**config.mk**
```make
export PLATFORM = sky130hd
export DESIGN_NAME = extended_gcd_unit
export DESIGN_NICKNAME = d
export VERILOG_FILES = /design/src/hw/rtl/egcd_pkg.sv /design/src/hw/rtl/egcd_div.sv /design/src/hw/rtl/extended_gcd_unit.sv
export SDC_FILE = /design/constraint.sdc
export NUM_CORES = 1
export LEC_CHECK = 0
export ABC_AREA = 1
export BUFFER_PORTS_ARGS = -buffer_cell sky130_fd_sc_hd__buf_2
export CAP_MARGIN = 20
export CORE_AREA = 10 10 333 335
export CTS_BUF_LIST = sky130_fd_sc_hd__clkbuf_8
export DETAILED_ROUTE_END_ITERATION = 16
export DIE_AREA = 0 0 343 345
export PLACE_DENSITY = 0.51
export REMOVE_ABC_BUFFERS = 1
export SETUP_SLACK_MARGIN = 0.5
export SYNTH_ARGS = -nofsm -noshare
export SYNTH_HDL_FRONTEND = slang
export SYNTH_HIERARCHICAL = 1
export SYNTH_SLANG_ARGS = --single-unit
```
**constraint.sdc**
```tcl
create_clock -name clk -period 14.6 [get_ports clk]
set_input_delay 0.73 -clock clk [delete_from_list [all_inputs] [get_ports clk]]
set_output_delay 0.73 -clock clk [all_outputs]
set_load 0.1 [all_outputs]
```
**src/hw/rtl/egcd_pkg.sv**
```systemverilog
package egcd_pkg;

    localparam int OPERAND_BITS = 32;
    localparam int COEF_BITS    = OPERAND_BITS + 1;
    localparam int CNT_BITS     = $clog2(OPERAND_BITS);

    typedef logic [OPERAND_BITS-1:0] opnd_t;
    typedef logic [COEF_BITS-1:0]    coef_t;

    typedef struct packed {
        logic busy;
        logic done;
    } div_status_t;

endpackage

```
**src/hw/rtl/egcd_div.sv**
```systemverilog
// Restoring divider, one quotient bit per cycle. The quotient bits also
// drive a Horner accumulation of q*cx and q*cy, so the products are ready
// together with the remainder.
module egcd_div
    import egcd_pkg::*;
(
    input  logic        clk,
    input  logic        rst_n,
    input  logic        start,
    input  opnd_t       num,
    input  opnd_t       den,
    input  coef_t       cx,
    input  coef_t       cy,
    output opnd_t       rem,
    output coef_t       prod_x,
    output coef_t       prod_y,
    output div_status_t status
);

    localparam logic [CNT_BITS-1:0] LAST_BIT = CNT_BITS'(OPERAND_BITS - 1);

    logic                    busy_reg;
    logic                    done_reg;
    logic [CNT_BITS-1:0]     cnt_reg;
    opnd_t                   rem_reg;
    opnd_t                   quo_reg;
    opnd_t                   den_reg;
    coef_t                   cx_reg;
    coef_t                   cy_reg;
    coef_t                   acc_x_reg;
    coef_t                   acc_y_reg;

    logic [OPERAND_BITS:0]   shifted;
    logic [OPERAND_BITS+1:0] diff;
    logic                    qbit;
    opnd_t                   rem_next;
    coef_t                   acc_x_next;
    coef_t                   acc_y_next;

    always_comb
    begin
        shifted    = {rem_reg, quo_reg[OPERAND_BITS-1]};
        diff       = {1'b0, shifted} - {2'b00, den_reg};
        qbit       = ~diff[OPERAND_BITS+1];
        rem_next   = qbit ? diff[OPERAND_BITS-1:0] : shifted[OPERAND_BITS-1:0];
        acc_x_next = {acc_x_reg[COEF_BITS-2:0], 1'b0} + (qbit ? cx_reg : '0);
        acc_y_next = {acc_y_reg[COEF_BITS-2:0], 1'b0} + (qbit ? cy_reg : '0);
    end

    always_ff @(posedge clk or negedge rst_n)
    begin
        if (!rst_n)
        begin
            busy_reg <= 1'b0;
            done_reg <= 1'b0;
            cnt_reg  <= '0;
        end
        else
        begin
            done_reg <= 1'b0;
            if (start)
            begin
                busy_reg <= 1'b1;
                cnt_reg  <= '0;
            end
            else if (busy_reg)
            begin
                cnt_reg <= cnt_reg + CNT_BITS'(1);
                if (cnt_reg == LAST_BIT)
                begin
                    busy_reg <= 1'b0;
                    done_reg <= 1'b1;
                end
            end
        end
    end

    always_ff @(posedge clk)
    begin
        if (start)
        begin
            rem_reg   <= '0;
            quo_reg   <= num;
            den_reg   <= den;
            cx_reg    <= cx;
            cy_reg    <= cy;
            acc_x_reg <= '0;
            acc_y_reg <= '0;
        end
        else if (busy_reg)
        begin
            rem_reg   <= rem_next;
            quo_reg   <= {quo_reg[OPERAND_BITS-2:0], qbit};
            acc_x_reg <= acc_x_next;
            acc_y_reg <= acc_y_next;
        end
    end

    assign rem         = rem_reg;
    assign prod_x      = acc_x_reg;
    assign prod_y      = acc_y_reg;
    assign status.busy = busy_reg;
    assign status.done = done_reg;

endmodule

```
**src/hw/rtl/extended_gcd_unit.sv**
```systemverilog
// Extended GCD unit: returns gcd(a,b) and Bezout coefficients x, y with
// x*a + y*b = gcd (x is the inverse of a mod b when the gcd is 1).
// Input channel: in_valid / in_stall with operand_a, operand_b. A request is
// taken when in_valid is high and in_stall low; in_stall is high while an
// item is being worked on.
// Output channel: out_valid / out_stall with divisor, coef_a, coef_b. The
// result sits in an output register until taken, and the next request is
// accepted meanwhile; a finished item waits in its row registers while the
// receiver stalls.
// Timing: each Euclid step is one division in the shared bit-serial divider
// (setup, one quotient bit per cycle, update); 32-bit operands need at most
// about 46 steps. A zero operand_b takes no step: divisor = operand_a,
// coef_a = 1, coef_b = 0.
// Reset (rst_n, asynchronous) drops any item in progress and the held
// result; the block comes out of reset ready for a request.
module extended_gcd_unit
    import egcd_pkg::*;
(
    input  logic                        clk,
    input  logic                        rst_n,
    input  logic                        in_valid,
    output logic                        in_stall,
    input  logic [OPERAND_BITS-1:0]     operand_a,
    input  logic [OPERAND_BITS-1:0]     operand_b,
    output logic                        out_valid,
    input  logic                        out_stall,
    output logic [OPERAND_BITS-1:0]     divisor,
    output logic signed [COEF_BITS-1:0] coef_a,
    output logic signed [COEF_BITS-1:0] coef_b
);

    typedef enum logic [1:0] {
        ST_IDLE,
        ST_START,
        ST_DIVIDE,
        ST_FINISH
    } state_t;

    state_t      state_reg;
    logic        out_valid_reg;
    opnd_t       num_reg;
    opnd_t       den_reg;
    coef_t       xn_reg;
    coef_t       yn_reg;
    coef_t       xd_reg;
    coef_t       yd_reg;
    opnd_t       divisor_reg;
    coef_t       coef_a_reg;
    coef_t       coef_b_reg;

    logic        accept;
    logic        start_div;
    logic        out_free;
    opnd_t       div_rem;
    coef_t       div_px;
    coef_t       div_py;
    div_status_t div_stat;
    coef_t       xn_next;
    coef_t       yn_next;

    assign accept    = in_valid && (state_reg == ST_IDLE);
    assign start_div = (state_reg == ST_START);
    assign out_free  = !out_valid_reg || !out_stall;
    assign xn_next   = xn_reg - div_px;
    assign yn_next   = yn_reg - div_py;

    egcd_div u_div (
        .clk    (clk),
        .rst_n  (rst_n),
        .start  (start_div),
        .num    (num_reg),
        .den    (den_reg),
        .cx     (xd_reg),
        .cy     (yd_reg),
        .rem    (div_rem),
        .prod_x (div_px),
        .prod_y (div_py),
        .status (div_stat)
    );

    always_ff @(posedge clk or negedge rst_n)
    begin
        if (!rst_n)
        begin
            state_reg     <= ST_IDLE;
            out_valid_reg <= 1'b0;
            divisor_reg   <= '0;
            coef_a_reg    <= '0;
            coef_b_reg    <= '0;
        end
        else
        begin
            if (out_valid_reg && !out_stall)
            begin
                out_valid_reg <= 1'b0;
            end
            case (state_reg)
                ST_IDLE:
                begin
                    if (accept)
                    begin
                        state_reg <= (operand_b == '0) ? ST_FINISH : ST_START;
                    end
                end
                ST_START:
                begin
                    state_reg <= ST_DIVIDE;
                end
                ST_DIVIDE:
                begin
                    if (div_stat.done)
                    begin
                        state_reg <= (div_rem == '0) ? ST_FINISH : ST_START;
                    end
                end
                ST_FINISH:
                begin
                    if (out_free)
                    begin
                        out_valid_reg <= 1'b1;
                        divisor_reg   <= den_reg;
                        coef_a_reg    <= xd_reg;
                        coef_b_reg    <= yd_reg;
                        state_reg     <= ST_IDLE;
                    end
                end
                default:
                begin
                    state_reg <= ST_IDLE;
                end
            endcase
        end
    end

    // Row registers: num row is the dividend, den row the divisor; the final
    // answer is always the den row.
    always_ff @(posedge clk)
    begin
        if (accept)
        begin
            num_reg <= operand_a;
            xn_reg  <= COEF_BITS'(1);
            yn_reg  <= '0;
            if (operand_b == '0)
            begin
                den_reg <= operand_a;
                xd_reg  <= COEF_BITS'(1);
                yd_reg  <= '0;
            end
            else
            begin
                den_reg <= operand_b;
                xd_reg  <= '0;
                yd_reg  <= COEF_BITS'(1);
            end
        end
        else if (state_reg == ST_DIVIDE && div_stat.done && div_rem != '0)
        begin
            num_reg <= den_reg;
            xn_reg  <= xd_reg;
            yn_reg  <= yd_reg;
            den_reg <= div_rem;
            xd_reg  <= xn_next;
            yd_reg  <= yn_next;
        end
    end

    assign in_stall  = (state_reg != ST_IDLE);
    assign out_valid = out_valid_reg;
    assign divisor   = divisor_reg;
    assign coef_a    = signed'(coef_a_reg);
    assign coef_b    = signed'(coef_b_reg);

    a_div_nonzero: assert property (@(posedge clk) disable iff (!rst_n)
        start_div |-> den_reg != '0)
        else $error("division started with zero divisor");

    a_done_in_divide: assert property (@(posedge clk) disable iff (!rst_n)
        div_stat.done |-> state_reg == ST_DIVIDE)
        else $error("divider finished outside divide state");

    a_start_busy: assert property (@(posedge clk) disable iff (!rst_n)
        start_div |=> div_stat.busy)
        else $error("divider not busy after start");

    a_zero_b_skip: assert property (@(posedge clk) disable iff (!rst_n)
        accept && operand_b == '0 |=> state_reg == ST_FINISH)
        else $error("zero second operand did not go straight to finish");

endmodule
```
=== Word level (Yosys, flattened, before mapping) ===
Cells that the tools add are included.
W data, S select, Z words.

* Bits in registers: 532
* Input port bits: 68
* Output and inout bits: 100
* Logic and storage cells: 84

* Add/sub/neg operators: 6
* Equality and inequality tests: 7
* Mux-type cells: 33
* Bitwise operators: 1
* Reductions and logical operators: 16

{| class="wikitable"
|+ Operators by type and width
! kind !! count
|-
| $mux W32 || 8
|-
| $mux W33 || 6
|-
| $add A33 B33 Y33 || 2
|-
| $sub A33 B33 Y33 || 2
|-
| $logic_not A32 Y1 || 2
|-
| $sub A33 B32 Y34 || 1
|-
| $reduce_bool A32 Y1 || 1
|-
| $mux W1 || 11
|-
| $mux W2 || 5
|-
| $mux W5 || 2
|-
| $pmux W2 S4 || 1
|-
| $reduce_bool A2 Y1 || 3
|-
| $add A5 B1 Y5 const B || 1
|-
| $eq A5 B5 Y1 const B || 1
|-
| $eq A2 B2 Y1 const B || 2
|-
| $logic_and A1 B1 Y1 || 4
|-
| $ne A2 B2 Y1 const B || 2
|-
| $reduce_and A3 Y1 || 1
|-
| $eq A2 B1 Y1 const B || 1
|-
| $logic_not A1 Y1 || 2
|-
| $logic_not A2 Y1 || 1
|-
| $ne A2 B1 Y1 const B || 1
|-
| $reduce_and A2 Y1 || 1
|-
| $logic_or A1 B1 Y1 || 1
|-
| $not A1 Y1 || 1
|}

=== Longest topological paths before layout ===
* Depth in word-level cells: 5
* Gate-level depth with buffers: 30
* Gate-level depth less buffers: 29

=== By module ===
The synthesis kept the hierarchy.

{| class="wikitable"
|+ Modules (own cells, without submodules)
! module !! instances !! cells an instance !! area an instance (sq um) !! sequential area each (sq um)
|-
| extended_gcd_unit || 1 || 2,226 || 16,671.0 || 7,752.4
|-
| egcd_div || 1 || 1,886 || 14,313.7 || 6,040.8
|}

=== Worst setup path after synthesis ===
No wires, ideal clock.

* Kind: register -> register
* Start point: register state_reg[0]
* End point: register, netlist name den_reg[0]
* Setup time: 799 ps
* Arrival time: 9,766 ps
* Data required time: 13,801 ps
* Slack: 4,036 ps
* Cell stages (with the launch flop): 6
* Buffers on the path: 0
* Period minus slack after synthesis: 10,564 ps
* Path through: dfrtp_1 -> inv_1 -> nand2_1 -> clkinv_1 -> nand2_2 -> o21ai_0

{| class="wikitable"
|+ RTL lines
! what !! line !! RTL
|-
| start: declaration || extended_gcd_unit.sv:39 || <nowiki>state_t state_reg;</nowiki>
|-
| start signal: assignment || extended_gcd_unit.sv:102 || <nowiki>state_reg <= (operand_b == '0) ? ST_FINISH : ST_START;</nowiki>
|-
| start signal: assignment || extended_gcd_unit.sv:113 || <nowiki>state_reg <= (div_rem == '0) ? ST_FINISH : ST_START;</nowiki>
|}

=== Worst setup path after layout ===
* Start point: register u_div.rem_reg[11] (netlist: u_div/rem[11])
* End point: register u_div.acc_x_reg[17] (netlist: u_div/prod_x[17])

* Word-level cells in the longest chain between the ends: 3

{| class="wikitable"
|+ Ends and longest elaborated chain
! what !! line !! RTL
|-
| start: declaration || egcd_div.sv:25 || <nowiki>opnd_t rem_reg;</nowiki>
|-
| start signal: assignment || egcd_div.sv:92 || <nowiki>rem_reg <= rem_next;</nowiki>
|-
| $sub A33 B32 Y34 || egcd_div.sv:43 || <nowiki>diff = {1'b0, shifted} - {2'b00, den_reg};</nowiki>
|-
| $mux W33 || egcd_div.sv:46 || <nowiki>acc_x_next = {acc_x_reg[COEF_BITS-2:0], 1'b0} + (qbit ? cx_reg : '0);</nowiki>
|-
| $add A33 B33 Y33 || egcd_div.sv:46 ||
|-
| end signal: assignment || egcd_div.sv:94 || <nowiki>acc_x_reg <= acc_x_next;</nowiki>
|-
| end: declaration || egcd_div.sv:30 || <nowiki>coef_t acc_x_reg;</nowiki>
|}

Every way passes these cells.
A chain may end at the register's enable or synchronous reset.

==> flow_metrics.py <==
metrics = {
    "pwr": {
        "powerDensity_nw_per_um2": 262,
        "p_leak_nw": 17.3,
        "peakVddDrop_v": 0.000129,
    },
    "sta": {
        "period_needed_ns": 5.22,
        "relSlewSlack_pct": 30.9,
        "final_hold_viol_count": 0,
        "setup_ws_ns": 9.38,
        "rsz0062_at_grt": "no",
        "skew_ns": 0.0373,
        "fin_setup_tns_ns": 0,
        "max_freq_mhz": 192,
        "fin_crit_sh_pct": 35.7,
        "setup_viol": 0,
        "worst_pin_slew_ns": 1.04,
        "slew_viol_final": 0,
    },
    "drt": {
        "routed_wirelength_mm": 98.7,
        "vias_per_cell": 4.66,
        "ant_nets": 0,
        "route.vias.total": 26900,
        "wl_per_cell_um": 17.1,
        "drc_errors": 0,
        "drtIter0Drc": 1751,
        "dr.pass1.iters": 5,
    },
    "floorplanning": {
        "rows": 119,
        "die-area_um2": 118000,
        "pin_count": 168,
        "die_x_um": 343,
        "core_um2": 104000,
        "die_h_um": 345,
        "initial_utilization_pct": 29.7,
    },
    "yosys": {
        "synthCells": 4111,
        "syn_area_per_cell_um2": 7.54,
        "yosys_warnings": 6,
        "netlist_area_um2": 31000,
    },
    "worst_setup_path": {
        "setup.worst_path.end": "u_div/prod_x[17]",
        "end_kind": "flop",
        "r2r_setup_slack_ns": 9.38,
        "rr_worst_depth": 22,
        "reg2reg_to": "u_div/prod_x[17]",
        "cp-start-kind": "flop",
        "arrival_ns": 5.85,
        "startpoint": "u_div/rem[11]",
        "critPathKind": "flop to flop",
        "critPathRequiredTime_ns": 15.23,
        "crit_fanout": 63,
        "r2r-start": "u_div/rem[11]",
    },
    "clock_network": {
        "cts_setup_buffers": 0,
        "cts-buffers-inserted": 98,
        "clk_latency_ns": 0.75,
        "cts-resized-gates": 0,
        "cts_max_level": 3,
        "cts_tree": "built",
        "root_buffer": "clkbuf_8",
        "clk_pin_slew_ns": 0.06,
        "clockBufferDepth": 3,
        "cts_hold_buffers": 1,
        "clock-sinks": 532,
    },
    "cells_and_area": {
        "area_growth_pct": 14.2,
        "drive_above_1_share_pct": 9.35,
        "num-nets-final": 4522,
        "regArea_um2": 13800,
        "final_util_pct": 33.9,
        "multi_input_area_um2": 14300,
        "fillCellCount": 11200,
    },
    "placement": {
        "place.gp.congestion": 0.912,
        "dp.final_hpwl_mm": 72.5,
        "dp_worst_setup_slack_ns": 9.43,
        "port_buffers": 167,
    },
    "outcome": {
        "status": "finished, final reports clean",
    },
    "global_routing": {
        "antenna_found_initial": 2,
        "overflow": 0,
        "grt_pass1_wl_mm": 153,
        "grt_pass1_vias": 26300,
        "grt_usage_pct": 16.2,
        "grt_start_max_net_pins": 133,
    },
    "run": {
        "maxCapViolCount": 0,
    },
    "hold_path": {
        "hold_path_class": "input pin to flop",
    },
}
-- layout make-up --
cell class / instances / area share [%]
Multi-Input combinational cell: 2837 / 40.3
Sequential cell: 532 / 39.0
Inverter: 634 / 6.75
Tap cell: 1391 / 4.92
Clock buffer: 118 / 4.59
Timing Repair Buffer: 186 / 2.88
Clock inverter: 66 / 1.57
Antenna cell: 1 / 0.00707
-- layer usage --
metal	share of wire [%]	global-route usage (%)	vias up
met4	2.0	4.27	0
li1	-	-	13700
met2	44	25.5	600
met1	49	22.7	12400
met5	0	0	-
met3	5.7	2.92	131
-- critical path, cell delays in order (launching register included) --
cell      delay (ns)
dfxtp_1         0.41
ha_1            0.31
a21oi_1         0.22
o21ai_0         0.18
a21oi_1         0.20
nand2_2         0.13
nand2_4         0.10
nand2_8         0.25
inv_4           0.44
buf_4           0.61
nor2_1          0.09
ha_1            0.24
fa_1            0.45
nand2_1         0.13
o21ai_2         0.09
a21oi_1         0.30
o21ai_0         0.31
nand2_1         0.14
nand2_1         0.10
nand2_1         0.09
nand3b_1        0.08
nand3_1         0.09
nand2_1         0.06
-- worst min-delay path by stage --
stage / from / endpoint / slack (ns) / depth (start not counted)
after floorplan: rst_n / coef_a[0] / 0.43 / 0
after global placement: den_reg[15] / u_div/den_reg[15] / 0.43 / 0
after detailed placement: yd_reg[1] / u_div/cy_reg[1] / 0.43 / 0
after CTS: operand_a[31] / num_reg[31] / 0.21 / 3
after global routing: operand_a[31] / num_reg[31] / 0.26 / 3
final: out_stall / out_valid / 0.29 / 3
-- per-stage QoR --
stage / cells / hold slack (ns) / total power [mW] / cell area (um^2)
3_3_place_gp: 5578 / 0.429 / 7.68 / 33200
3_5_place_dp: 5578 / 0.432 / 7.69 / 33200
2_1_floorplan: 4003 / 0.426 / 6.36 / 30400
6_report: 5765 / 0.292 / 9.27 / 35400
5_1_grt: 5765 / 0.257 / 10.1 / 35400
4_1_cts: 5763 / 0.206 / 9.36 / 35400
-- cell usage in the layout, fill, tap and decap left out, types with 16 or more instances in the layout --
| master | n |
|---|---|
| edfxtp_1 | 260 |
| and2_1 | 20 |
| dfxtp_1 | 164 |
| clkbuf_8 | 118 |
| ha_1 | 160 |
| nor2_4 | 16 |
| inv_1 | 655 |
| nand4_1 | 26 |
| nor3_1 | 44 |
| nand2_1 | 1193 |
| dfrtp_1 | 108 |
| buf_4 | 16 |
| o21ai_1 | 50 |
| a21o_1 | 16 |
| o211ai_1 | 16 |
| buf_2 | 166 |
| o21ai_2 | 18 |
| nor2_1 | 358 |
| nand3_1 | 145 |
| a21oi_1 | 316 |
| o21ai_0 | 322 |
-- where the power goes --
part	switching, mW	internal, mW	leakage (nW)
sequential	0.347	2.26	5.19
clock	0.690	0.912	1.21
combinational	3.70	1.37	10.9
Power figures use the tool's default switching activity.
